===== src/sv/oclc_pkg.sv =====
// Shared constants and types for the octree level and cell locator.
`default_nettype none

package oclc_pkg;

    localparam int MAX_LEVELS = 8;
    localparam int FRAC_BITS  = 8;
    localparam int COORD_BITS = 24;

    localparam int HALF_BITS  = COORD_BITS - 1;        // half-size width
    localparam int DIFF_BITS  = COORD_BITS + 2;        // box corner after origin offset
    localparam int EXT_BITS   = COORD_BITS;            // twice the largest half-size
    localparam int LOG_W      = $clog2(EXT_BITS + 1);  // ceil log2 of extent
    localparam int LVL_W      = 3;
    localparam int IDX_W      = 21;
    localparam int CELL_W     = MAX_LEVELS - 1;        // per-axis cell coordinate
    localparam int SHIFT_W    = 5;                     // cell shift, up to 15 + FRAC_BITS + 1
    localparam int LRS_W      = 4;
    localparam int LC_W       = 4;
    localparam int PADDR_W    = 5;
    localparam int PDATA_W    = 32;
    localparam int LATENCY    = 5;

    localparam logic [LRS_W-1:0] LRS_RESET = 4'd10;
    localparam logic [LC_W-1:0]  LC_RESET  = 4'd8;

    typedef enum logic [2:0] {
        REG_ORIGIN_X  = 3'd0,
        REG_ORIGIN_Y  = 3'd1,
        REG_ORIGIN_Z  = 3'd2,
        REG_LOG2_SIZE = 3'd3,
        REG_LEVEL_CNT = 3'd4,
        REG_UNBOUNDED = 3'd5
    } reg_idx_t;

endpackage

`default_nettype wire


===== src/sv/octree_level_cell_locator_unit.sv =====
// Octree level and cell locator: five-stage pipeline with an APB register port.
`default_nettype none

// Usage
//   Input: drive start high with a box (center_x/y/z signed Q15.8, half_x/y/z
//   unsigned Q15.8). The item is taken at the clock edge where start is high
//   and busy is low. busy is high only in the first cycle after reset, so the
//   block takes one item every cycle from then on.
//   Output: done pulses for one cycle with level and cell_index, once the
//   item has passed the register stages, in input order. The receiver cannot
//   stall the block; it must take each result in its done cycle.
//   Throughput: 1 item per cycle. Register stages, in order: origin offset
//   and extent, extent log2, level pick, corner cell shifts, index pack.
//   Registers (APB, byte address 4*i): origin_x/y/z, log2_region_size,
//   level_count, unbounded_mode. Write them only while no item is in flight.
//   pready is always high; reads return the register value.
//   Reset: rst_n (async, active low) clears the pipeline valid bits and loads
//   the register reset values (origin 0, region 2^10, 8 levels, bounded).

module octree_level_cell_locator_unit (
    input  wire logic                                      clk,
    input  wire logic                                      rst_n,
    // item input
    input  wire logic                                      start,
    output logic                                           busy,
    input  wire logic signed [oclc_pkg::COORD_BITS-1:0]    center_x,
    input  wire logic signed [oclc_pkg::COORD_BITS-1:0]    center_y,
    input  wire logic signed [oclc_pkg::COORD_BITS-1:0]    center_z,
    input  wire logic        [oclc_pkg::HALF_BITS-1:0]     half_x,
    input  wire logic        [oclc_pkg::HALF_BITS-1:0]     half_y,
    input  wire logic        [oclc_pkg::HALF_BITS-1:0]     half_z,
    // result output
    output logic                                           done,
    output logic             [oclc_pkg::LVL_W-1:0]         level,
    output logic             [oclc_pkg::IDX_W-1:0]         cell_index,
    // configuration port
    input  wire logic                                      psel,
    input  wire logic                                      penable,
    input  wire logic                                      pwrite,
    input  wire logic        [oclc_pkg::PADDR_W-1:0]       paddr,
    input  wire logic        [oclc_pkg::PDATA_W-1:0]       pwdata,
    output logic             [oclc_pkg::PDATA_W-1:0]       prdata,
    output logic                                           pready
);

    localparam int CW = oclc_pkg::COORD_BITS;
    localparam int DW = oclc_pkg::DIFF_BITS;
    localparam int HW = oclc_pkg::HALF_BITS;
    localparam int EW = oclc_pkg::EXT_BITS;
    localparam int GW = oclc_pkg::LOG_W;
    localparam int VW = oclc_pkg::LVL_W;
    localparam int XW = oclc_pkg::IDX_W;
    localparam int NW = oclc_pkg::CELL_W;
    localparam int SW = oclc_pkg::SHIFT_W;

    // ------------------------------------------------------------------
    // Configuration registers
    // ------------------------------------------------------------------
    logic signed [CW-1:0]              origin_reg [3];
    logic [oclc_pkg::LRS_W-1:0]        lrs_reg;
    logic [oclc_pkg::LC_W-1:0]         lc_reg;
    logic                              unbounded_reg;
    logic                              cfg_wr;

    assign pready = 1'b1;
    assign cfg_wr = psel & penable & pwrite & pready;

    always_ff @(posedge clk or negedge rst_n)
    begin
        if (!rst_n)
        begin
            origin_reg[0] <= '0;
            origin_reg[1] <= '0;
            origin_reg[2] <= '0;
            lrs_reg       <= oclc_pkg::LRS_RESET;
            lc_reg        <= oclc_pkg::LC_RESET;
            unbounded_reg <= 1'b0;
        end
        else if (cfg_wr)
        begin
            case (oclc_pkg::reg_idx_t'(paddr[4:2]))
                oclc_pkg::REG_ORIGIN_X:  origin_reg[0] <= pwdata[CW-1:0];
                oclc_pkg::REG_ORIGIN_Y:  origin_reg[1] <= pwdata[CW-1:0];
                oclc_pkg::REG_ORIGIN_Z:  origin_reg[2] <= pwdata[CW-1:0];
                oclc_pkg::REG_LOG2_SIZE: lrs_reg       <= pwdata[oclc_pkg::LRS_W-1:0];
                oclc_pkg::REG_LEVEL_CNT: lc_reg        <= pwdata[oclc_pkg::LC_W-1:0];
                oclc_pkg::REG_UNBOUNDED: unbounded_reg <= pwdata[0];
                default: ;
            endcase
        end
    end

    always_comb
    begin
        case (oclc_pkg::reg_idx_t'(paddr[4:2]))
            oclc_pkg::REG_ORIGIN_X:  prdata = oclc_pkg::PDATA_W'(origin_reg[0]);
            oclc_pkg::REG_ORIGIN_Y:  prdata = oclc_pkg::PDATA_W'(origin_reg[1]);
            oclc_pkg::REG_ORIGIN_Z:  prdata = oclc_pkg::PDATA_W'(origin_reg[2]);
            oclc_pkg::REG_LOG2_SIZE: prdata = oclc_pkg::PDATA_W'(lrs_reg);
            oclc_pkg::REG_LEVEL_CNT: prdata = oclc_pkg::PDATA_W'(lc_reg);
            oclc_pkg::REG_UNBOUNDED: prdata = oclc_pkg::PDATA_W'(unbounded_reg);
            default:                 prdata = '0;
        endcase
    end

    // ------------------------------------------------------------------
    // Input acceptance; busy only covers the first cycle out of reset
    // ------------------------------------------------------------------
    logic busy_reg;
    logic accept;

    always_ff @(posedge clk or negedge rst_n)
    begin
        if (!rst_n)
            busy_reg <= 1'b1;
        else
            busy_reg <= 1'b0;
    end

    assign busy   = busy_reg;
    assign accept = start & ~busy_reg;

    // Valid bits, one per stage
    logic v1_reg, v2_reg, v3_reg, v4_reg, done_reg;

    always_ff @(posedge clk or negedge rst_n)
    begin
        if (!rst_n)
        begin
            v1_reg   <= 1'b0;
            v2_reg   <= 1'b0;
            v3_reg   <= 1'b0;
            v4_reg   <= 1'b0;
            done_reg <= 1'b0;
        end
        else
        begin
            v1_reg   <= accept;
            v2_reg   <= v1_reg;
            v3_reg   <= v2_reg;
            v4_reg   <= v3_reg;
            done_reg <= v4_reg;
        end
    end

    // ------------------------------------------------------------------
    // Stage 1: subtract origin, form min / max-minus-one corners, extent
    // ------------------------------------------------------------------
    logic signed [CW-1:0] center [3];
    logic        [HW-1:0] half   [3];
    logic signed [DW-1:0] c_off  [3];
    logic signed [DW-1:0] h_ext  [3];
    logic signed [DW-1:0] lo_next [3];
    logic signed [DW-1:0] hi_next [3];
    logic        [EW-1:0] e_axis [3];
    logic        [EW-1:0] ext_max;
    logic        [EW-1:0] ext_next;

    assign center[0] = center_x;
    assign center[1] = center_y;
    assign center[2] = center_z;
    assign half[0]   = half_x;
    assign half[1]   = half_y;
    assign half[2]   = half_z;

    always_comb
    begin
        for (int i = 0; i < 3; i++)
        begin
            c_off[i]   = DW'(center[i]) - DW'(origin_reg[i]);
            h_ext[i]   = $signed({{(DW-HW){1'b0}}, half[i]});
            lo_next[i] = c_off[i] - h_ext[i];
            hi_next[i] = c_off[i] + h_ext[i] - DW'(1);
            e_axis[i]  = {half[i], 1'b0};
        end
        ext_max = (e_axis[0] > e_axis[1]) ? e_axis[0] : e_axis[1];
        if (e_axis[2] > ext_max)
            ext_max = e_axis[2];
        // zero-size box counts as one LSB
        ext_next = (ext_max == '0) ? EW'(1) : ext_max;
    end

    logic signed [DW-1:0] lo1_reg [3];
    logic signed [DW-1:0] hi1_reg [3];
    logic        [EW-1:0] ext1_reg;

    always_ff @(posedge clk)
    begin
        lo1_reg  <= lo_next;
        hi1_reg  <= hi_next;
        ext1_reg <= ext_next;
    end

    // ------------------------------------------------------------------
    // Stage 2: ceil(log2(extent)) as the bit length of extent - 1
    // ------------------------------------------------------------------
    logic [EW-1:0] ext_m1;
    logic [GW-1:0] clog_next;

    always_comb
    begin
        ext_m1    = ext1_reg - EW'(1);
        clog_next = '0;
        for (int b = 0; b < EW; b++)
        begin
            if (ext_m1[b])
                clog_next = GW'(b + 1);
        end
    end

    logic signed [DW-1:0] lo2_reg [3];
    logic signed [DW-1:0] hi2_reg [3];
    logic        [GW-1:0] clog2_reg;

    always_ff @(posedge clk)
    begin
        lo2_reg   <= lo1_reg;
        hi2_reg   <= hi1_reg;
        clog2_reg <= clog_next;
    end

    // ------------------------------------------------------------------
    // Stage 3: level pick, clamped to level count and region size
    // ------------------------------------------------------------------
    localparam int RW = 7;

    logic signed [RW-1:0]             raw_lvl;
    logic [oclc_pkg::LC_W-1:0]        lc_eff;
    logic [oclc_pkg::LC_W-1:0]        lc_top;
    logic [RW-1:0]                    lvl_wide;
    logic [VW-1:0]                    lvl_next;

    always_comb
    begin
        raw_lvl = $signed({{(RW-oclc_pkg::LRS_W){1'b0}}, lrs_reg})
                + RW'(oclc_pkg::FRAC_BITS)
                - $signed({{(RW-GW){1'b0}}, clog2_reg});
        if (lc_reg == '0)
            lc_eff = oclc_pkg::LC_W'(1);
        else if (lc_reg > oclc_pkg::LC_W'(oclc_pkg::MAX_LEVELS))
            lc_eff = oclc_pkg::LC_W'(oclc_pkg::MAX_LEVELS);
        else
            lc_eff = lc_reg;
        lc_top   = lc_eff - oclc_pkg::LC_W'(1);
        lvl_wide = raw_lvl[RW-1] ? '0 : raw_lvl;
        if (lvl_wide > RW'(lc_top))
            lvl_wide = RW'(lc_top);
        if (lvl_wide > RW'(lrs_reg))
            lvl_wide = RW'(lrs_reg);
        lvl_next = lvl_wide[VW-1:0];
    end

    logic signed [DW-1:0] lo3_reg [3];
    logic signed [DW-1:0] hi3_reg [3];
    logic        [VW-1:0] lvl3_reg;

    always_ff @(posedge clk)
    begin
        lo3_reg  <= lo2_reg;
        hi3_reg  <= hi2_reg;
        lvl3_reg <= lvl_next;
    end

    // ------------------------------------------------------------------
    // Stage 4: corner cells at the picked level and min cell one level up
    // ------------------------------------------------------------------
    function automatic logic [NW-1:0] cell_clamp(input logic signed [DW-1:0] v,
                                                 input logic [NW-1:0] top);
        logic signed [DW-1:0] top_s;
        top_s = $signed({{(DW-NW){1'b0}}, top});
        if (v < 0)
            return '0;
        else if (v > top_s)
            return top;
        else
            return v[NW-1:0];
    endfunction

    logic [SW-1:0]        sh_fine;
    logic [SW-1:0]        sh_coarse;
    logic [NW-1:0]        top_fine;
    logic [NW-1:0]        top_coarse;
    logic signed [DW-1:0] lo_sh  [3];
    logic signed [DW-1:0] lo_sh1 [3];
    logic signed [DW-1:0] hi_sh  [3];
    logic signed [DW-1:0] hi_cl  [3];
    logic [NW-1:0]        cmin_fine_next   [3];
    logic [NW-1:0]        cmin_coarse_next [3];
    logic                 differ_next;

    always_comb
    begin
        sh_fine     = SW'(lrs_reg) - SW'(lvl3_reg) + SW'(oclc_pkg::FRAC_BITS);
        sh_coarse   = sh_fine + SW'(1);
        top_fine    = NW'((8'd1 << lvl3_reg) - 8'd1);
        top_coarse  = top_fine >> 1;
        differ_next = 1'b0;
        for (int i = 0; i < 3; i++)
        begin
            lo_sh[i]  = lo3_reg[i] >>> sh_fine;
            lo_sh1[i] = lo3_reg[i] >>> sh_coarse;
            hi_sh[i]  = hi3_reg[i] >>> sh_fine;
            // max corner is only clamped from above
            hi_cl[i]  = (hi_sh[i] > $signed({{(DW-NW){1'b0}}, top_fine}))
                      ? $signed({{(DW-NW){1'b0}}, top_fine}) : hi_sh[i];
            cmin_fine_next[i]   = cell_clamp(lo_sh[i], top_fine);
            cmin_coarse_next[i] = cell_clamp(lo_sh1[i], top_coarse);
            if ($signed({{(DW-NW){1'b0}}, cmin_fine_next[i]}) != hi_cl[i])
                differ_next = 1'b1;
        end
    end

    logic [NW-1:0] cmin_fine_reg   [3];
    logic [NW-1:0] cmin_coarse_reg [3];
    logic          differ_reg;
    logic [VW-1:0] lvl4_reg;

    always_ff @(posedge clk)
    begin
        cmin_fine_reg   <= cmin_fine_next;
        cmin_coarse_reg <= cmin_coarse_next;
        differ_reg      <= differ_next;
        lvl4_reg        <= lvl3_reg;
    end

    // ------------------------------------------------------------------
    // Stage 5: step coarser on a straddle, 0 if unbounded, pack x + y*n + z*n*n
    // ------------------------------------------------------------------
    logic          coarser;
    logic [VW-1:0] lvl_final;
    logic [NW-1:0] cell_sel [3];
    logic [XW-1:0] index_next;
    logic [VW:0]   sh_z;

    always_comb
    begin
        coarser   = differ_reg && (lvl4_reg != '0);
        lvl_final = coarser ? (lvl4_reg - VW'(1)) : lvl4_reg;
        for (int i = 0; i < 3; i++)
            cell_sel[i] = coarser ? cmin_coarse_reg[i] : cmin_fine_reg[i];
        sh_z       = {lvl_final, 1'b0};
        index_next = XW'(cell_sel[0])
                   + (XW'(cell_sel[1]) << lvl_final)
                   + (XW'(cell_sel[2]) << sh_z);
    end

    logic [VW-1:0] level_reg;
    logic [XW-1:0] cell_index_reg;

    always_ff @(posedge clk)
    begin
        if (unbounded_reg)
        begin
            level_reg      <= '0;
            cell_index_reg <= '0;
        end
        else
        begin
            level_reg      <= lvl_final;
            cell_index_reg <= index_next;
        end
    end

    assign done       = done_reg;
    assign level      = level_reg;
    assign cell_index = cell_index_reg;

endmodule

`default_nettype wire


===== config.mk =====
export PLATFORM = sky130hd
export DESIGN_NAME = octree_level_cell_locator_unit
export DESIGN_NICKNAME = d
export VERILOG_FILES = /design/src/sv/oclc_pkg.sv /design/src/sv/octree_level_cell_locator_unit.sv
export SDC_FILE = /design/constraint.sdc
export NUM_CORES = 2
export LEC_CHECK = 0
export BUFFER_PORTS_ARGS = -buffer_cell sky130_fd_sc_hd__buf_2
export CORE_UTILIZATION = 55
export CTS_CLUSTER_SIZE = 20
export DETAILED_ROUTE_END_ITERATION = 10
export PLACE_DENSITY_LB_ADDON = 0.3
export RECOVER_POWER = 100
export REMOVE_ABC_BUFFERS = 1
export SLEW_MARGIN = 20
export SYNTH_ARGS = -nofsm -noshare
export SYNTH_HDL_FRONTEND = slang
export SYNTH_SLANG_ARGS = --single-unit

===== constraint.sdc =====
create_clock -name clk -period 7.7 [get_ports clk]
set_input_delay 1.54 -clock clk [delete_from_list [all_inputs] [get_ports clk]]
set_output_delay 1.54 -clock clk [all_outputs]
set_load 0.005 [all_outputs]

==> impl_metrics.prom <==
# TYPE chip_impl_metric gauge
chip_impl_metric{name="wire_per_inst",unit="um"} 20.7
chip_impl_metric{name="first_pass_grt_wire_length",unit="mm"} 204
chip_impl_info{name="top_usage_layer",value="met2"} 1
chip_impl_metric{name="dpl_worst_slack",unit="ns"} 0.638
chip_impl_info{name="synth_top_cell_by_area",value="sky130_fd_sc_hd__dfxtp_1"} 1
chip_impl_info{name="cp-start-kind",value="flop"} 1
chip_impl_metric{name="post_drt_via_cell_ratio",unit=""} 5.96
chip_impl_info{name="clock-root-buffer",value="sky130_fd_sc_hd__clkbuf_16"} 1
chip_impl_metric{name="floorplan.die.height",unit="um"} 287
chip_impl_metric{name="syn-cell-area",unit="um2"} 44800
chip_impl_metric{name="worst_setup_hold_path_clk_slew",unit="ns"} 0.08
chip_impl_info{name="crit_chain",value="inv_1 -> ha_1 -> ha_4 -> buf_4 -> mux2i_1 -> mux4_2 -> a211o_1 -> o21ai_0 -> ha_1 -> nor2b_1 -> o211ai_1 -> a21boi_0 -> o21ai_0 -> a21oi_1 -> a2111oi_0 -> clkbuf_1 -> mux2_1 -> xor2_1 -> nand4_1 -> nor4_1 -> nand4_1"} 1
chip_impl_info{name="tritoncts_clock_tree",value="yes"} 1
chip_impl_metric{name="grt_use_met3",unit="%"} 4.10
chip_impl_metric{name="clock-sinks",unit=""} 657
chip_impl_metric{name="port_buffers",unit=""} 231
chip_impl_metric{name="post_route_cells_drive_above_1_share",unit="%"} 12.2
chip_impl_metric{name="synth-warning-count",unit=""} 0
chip_impl_metric{name="ys_async_sr_fraction",unit="%"} 13.2
chip_impl_metric{name="period_utilisation_layout",unit="%"} 94.0
chip_impl_metric{name="first_global_vias",unit=""} 36200
chip_impl_metric{name="synth.ff_latch_count",unit=""} 657
chip_impl_metric{name="postRouteAntennaNets",unit=""} 0
chip_impl_metric{name="detail_route.first_pass.iterations",unit=""} 6
chip_impl_metric{name="post_cts_setup_buffer_count",unit=""} 0
chip_impl_info{name="crit_type",value="flop to flop"} 1
chip_impl_metric{name="post_synthesis_cell_type_count",unit=""} 93
chip_impl_metric{name="post_cts_resized",unit=""} 0
chip_impl_metric{name="hpwl",unit="mm"} 104
chip_impl_metric{name="fin_ws",unit="ns"} 0.465
chip_impl_metric{name="clk-insertion-delay-late",unit="ns"} 0.64
chip_impl_metric{name="timing.final.setup_violations",unit=""} 0
chip_impl_metric{name="gp_congestion",unit=""} 0.968
chip_impl_metric{name="layout_min_cycle_time",unit="ns"} 7.24
chip_impl_metric{name="dr_total_vias",unit=""} 38100
chip_impl_metric{name="grt_total_ovfl",unit=""} 0
chip_impl_metric{name="sequential_cell_area_fraction_in_the_yosys_report",unit="%"} 30.4
chip_impl_info{name="run_status",value="finished with violations"} 1
chip_impl_metric{name="synth_enable_flop_cells",unit=""} 0
chip_impl_metric{name="max_clock_freq",unit="MHz"} 138
chip_impl_metric{name="ctsLongestPathBuffers",unit=""} 3
chip_impl_metric{name="syn_inst_count",unit=""} 5124
chip_impl_info{name="top_area_cells_in_the_synthesized_netlist",value="sky130_fd_sc_hd__dfxtp_1 (25%), sky130_fd_sc_hd__ha_1 (12%), sky130_fd_sc_hd__mux2i_1 (6.3%)"} 1
chip_impl_metric{name="maxSlewViolCount",unit=""} 193
chip_impl_metric{name="cp_num_buf_inv",unit=""} 3
chip_impl_metric{name="grtUsageMet1",unit="%"} 39.4
chip_impl_metric{name="cts_htree_levels",unit=""} 3
chip_impl_metric{name="report.final.hold_viol_count",unit=""} 0
chip_impl_info{name="yosys_most_used_dff",value="sky130_fd_sc_hd__dfxtp_1"} 1
chip_impl_metric{name="final.fill_count",unit=""} 6855
chip_impl_metric{name="drtIter0Drc",unit=""} 3087
chip_impl_metric{name="tightestPinTransition",unit="ns"} 3.94
chip_impl_metric{name="total_number_of_nets_in_the_final_design",unit=""} 5925
chip_impl_metric{name="initial_antenna_violation_count",unit=""} 7
chip_impl_metric{name="cp.arrival",unit="ns"} 7.73
chip_impl_metric{name="grt_util_met2",unit="%"} 51.9
chip_impl_info{name="min_path_type",value="flop to flop"} 1
chip_impl_metric{name="cp_slowest_stage_delay",unit="ns"} 0.86
chip_impl_metric{name="yosys.area.top_type_share",unit="%"} 25.5
chip_impl_info{name="cpLargestDelayFamily",value="adder cells"} 1
chip_impl_metric{name="cts_inserted_buffers",unit=""} 68
chip_impl_metric{name="track_usage",unit="%"} 31.6
chip_impl_metric{name="regArea",unit="um2"} 13600
chip_impl_info{name="failed_checks",value="max-capacitance violations, max-slew violations"} 1
chip_impl_info{name="grt_setup_unrepaired",value="no"} 1
chip_impl_metric{name="route.final.wire_length",unit="mm"} 132
chip_impl_metric{name="floorplan.initialDensity",unit="%"} 55.6
chip_impl_metric{name="core_area",unit="um2"} 80500
chip_impl_metric{name="die_area",unit="um2"} 82500
chip_impl_metric{name="die_width",unit="um"} 287
chip_impl_metric{name="multiInputGateArea",unit="um2"} 28700
chip_impl_metric{name="max_slew_margin",unit="%"} -163
chip_impl_metric{name="cap_viol_max_count",unit=""} 4
chip_impl_metric{name="timing.clock.skew",unit="ns"} 0.0270
chip_impl_info{name="endpoint_kind",value="flop"} 1
chip_impl_metric{name="drc",unit=""} 0
chip_impl_metric{name="fp-row-count",unit=""} 104
chip_impl_metric{name="worst_ep_required_time",unit="ns"} 8.19
chip_impl_metric{name="critical_path.max_fanout",unit=""} 59
chip_impl_metric{name="area_delta_synth_final",unit="%"} 10.3
chip_impl_metric{name="postSynthAreaPerCell",unit="um2"} 8.73
chip_impl_metric{name="ctsHoldBuffers",unit=""} 0
chip_impl_metric{name="maximum_number_of_pins_on_one_net_before_global_route_repair",unit=""} 115
chip_impl_info{name="crit_path_top_delay_cell",value="sky130_fd_sc_hd__ha_4"} 1
chip_impl_metric{name="design.portCount",unit=""} 243
-- per-layer routing --
layer	vias to the layer above	wire length (um)
met2	1482	60800
met1	17800	54700
met3	330	8030
met4	8	8630
met5	-	42
li1	18500	-
-- metrics by stage --
stage / utilization [%] / hold slack (ns) / setup TNS [ns] / std cells / cell area, um2
6_report: 61.3 / 0.308 / 0 / 6398 / 49400
5_1_grt: 61.3 / 0.318 / 0 / 6394 / 49400
4_1_cts: 61.5 / 0.307 / 0 / 6393 / 49500
3_5_place_dp: 58.4 / 0.312 / 0 / 6271 / 47000
3_3_place_gp: 58.4 / 0.310 / 0 / 6271 / 47000
2_1_floorplan: - / 0.310 / -215.74 / 4888 / 43700
-- Yosys cell counts (all sizes together), types with 73 or more instances --
cell / instances
nor2: 430
o21ai: 338
a211oi: 73
nand2: 408
clkbuf: 125
nor3: 107
mux2i: 283
mux4: 96
dfxtp: 570
ha: 441
nand3: 103
nor2b: 79
xor2: 75
inv: 394
a21oi: 355
buf: 115
mux2: 115
xnor2: 164
dfrtp: 83
-- placed cells by master (no fill, tap or decap), types with 29 or more instances in the layout --
| master | synthesis | final |
|---|---|---|
| sky130_fd_sc_hd__a211oi_1 | 73 | 73 |
| sky130_fd_sc_hd__a21o_1 | 70 | 69 |
| sky130_fd_sc_hd__a21oi_1 | 353 | 352 |
| sky130_fd_sc_hd__a31oi_1 | 49 | 49 |
| sky130_fd_sc_hd__and3_1 | 33 | 33 |
| sky130_fd_sc_hd__buf_2 | 46 | 179 |
| sky130_fd_sc_hd__buf_4 | 29 | 75 |
| sky130_fd_sc_hd__clkbuf_1 | 124 | 65 |
| sky130_fd_sc_hd__clkbuf_16 | 0 | 71 |
| sky130_fd_sc_hd__dfrtp_1 | 83 | 82 |
| sky130_fd_sc_hd__dfxtp_1 | 570 | 570 |
| sky130_fd_sc_hd__ha_1 | 441 | 438 |
| sky130_fd_sc_hd__inv_1 | 393 | 393 |
| sky130_fd_sc_hd__mux2_2 | 114 | 110 |
| sky130_fd_sc_hd__mux2i_1 | 283 | 283 |
| sky130_fd_sc_hd__mux4_2 | 96 | 96 |
| sky130_fd_sc_hd__nand2_1 | 408 | 408 |
| sky130_fd_sc_hd__nand2b_1 | 56 | 56 |
| sky130_fd_sc_hd__nand3_1 | 103 | 103 |
| sky130_fd_sc_hd__nand4_1 | 30 | 30 |
| sky130_fd_sc_hd__nor2_1 | 428 | 428 |
| sky130_fd_sc_hd__nor2b_1 | 79 | 79 |
| sky130_fd_sc_hd__nor3_1 | 107 | 107 |
| sky130_fd_sc_hd__nor4_1 | 29 | 29 |
| sky130_fd_sc_hd__o211ai_1 | 51 | 51 |
| sky130_fd_sc_hd__o21a_1 | 54 | 54 |
| sky130_fd_sc_hd__o21ai_0 | 333 | 337 |
| sky130_fd_sc_hd__or3_1 | 37 | 37 |
| sky130_fd_sc_hd__xnor2_1 | 164 | 159 |
| sky130_fd_sc_hd__xor2_1 | 75 | 73 |
-- worst register-to-register path, stage by stage, from the launching register on --
cell and delay (ns):
sky130_fd_sc_hd__dfxtp_1 0.62, sky130_fd_sc_hd__inv_1 0.27, sky130_fd_sc_hd__ha_1 0.38, sky130_fd_sc_hd__ha_4 0.86, sky130_fd_sc_hd__buf_4 0.64, sky130_fd_sc_hd__mux2i_1 0.27
sky130_fd_sc_hd__mux4_2 0.53, sky130_fd_sc_hd__a211o_1 0.30, sky130_fd_sc_hd__o21ai_0 0.20, sky130_fd_sc_hd__ha_1 0.34, sky130_fd_sc_hd__nor2b_1 0.13, sky130_fd_sc_hd__o211ai_1 0.14
sky130_fd_sc_hd__a21boi_0 0.10, sky130_fd_sc_hd__o21ai_0 0.15, sky130_fd_sc_hd__a21oi_1 0.09, sky130_fd_sc_hd__a2111oi_0 0.43, sky130_fd_sc_hd__clkbuf_1 0.46, sky130_fd_sc_hd__mux2_1 0.43
sky130_fd_sc_hd__xor2_1 0.18, sky130_fd_sc_hd__nand4_1 0.10, sky130_fd_sc_hd__nor4_1 0.31, sky130_fd_sc_hd__nand4_1 0.13
-- cells by family after synthesis --
| family | Yosys count | synth area share, % |
|---|---|---|
| adders and majority gates | 460 | 13.2 |
| buffers and inverters | 636 | 5.81 |
| muxes | 494 | 14.1 |
| xor gates and xnor gates | 239 | 4.68 |
| and+or+nand+nor | 1401 | 14.5 |
| AOI/OAI and AO/OA | 1235 | 17.3 |
| DFF | 657 | 30.4 |
| other | 2 | 0.0168 |
-- path summary, 6_finish.rpt --
kind                             start             to  slack, ns  cells after the start
hold / removal             lo1_reg[67]    lo2_reg[67]       0.31                      0
min in group asynchronous        rst_n         v1_reg       1.03                      1
setup reg to reg           lvl3_reg[1]     differ_reg       0.46                     21
max in group asynchronous        rst_n  unbounded_reg       2.12                      2
setup / recovery           lvl3_reg[1]     differ_reg       0.46                     21
hold reg to reg            lo1_reg[67]    lo2_reg[67]       0.31                      0
-- final cells by class --
type                    count  area share (%)
multi-input cells        3835            58.1
inverters                 396            3.02
flip-flops and latches    657            27.5
well taps                1060            2.69
clock inverters            37            1.21
diodes                      5          0.0253
clock buffers              85            3.89
repair buffers            323            3.59
Power is left out: the tool's default activity adds up to more than one toggle a clock period on the data nets, which glitch-free logic cannot reach.
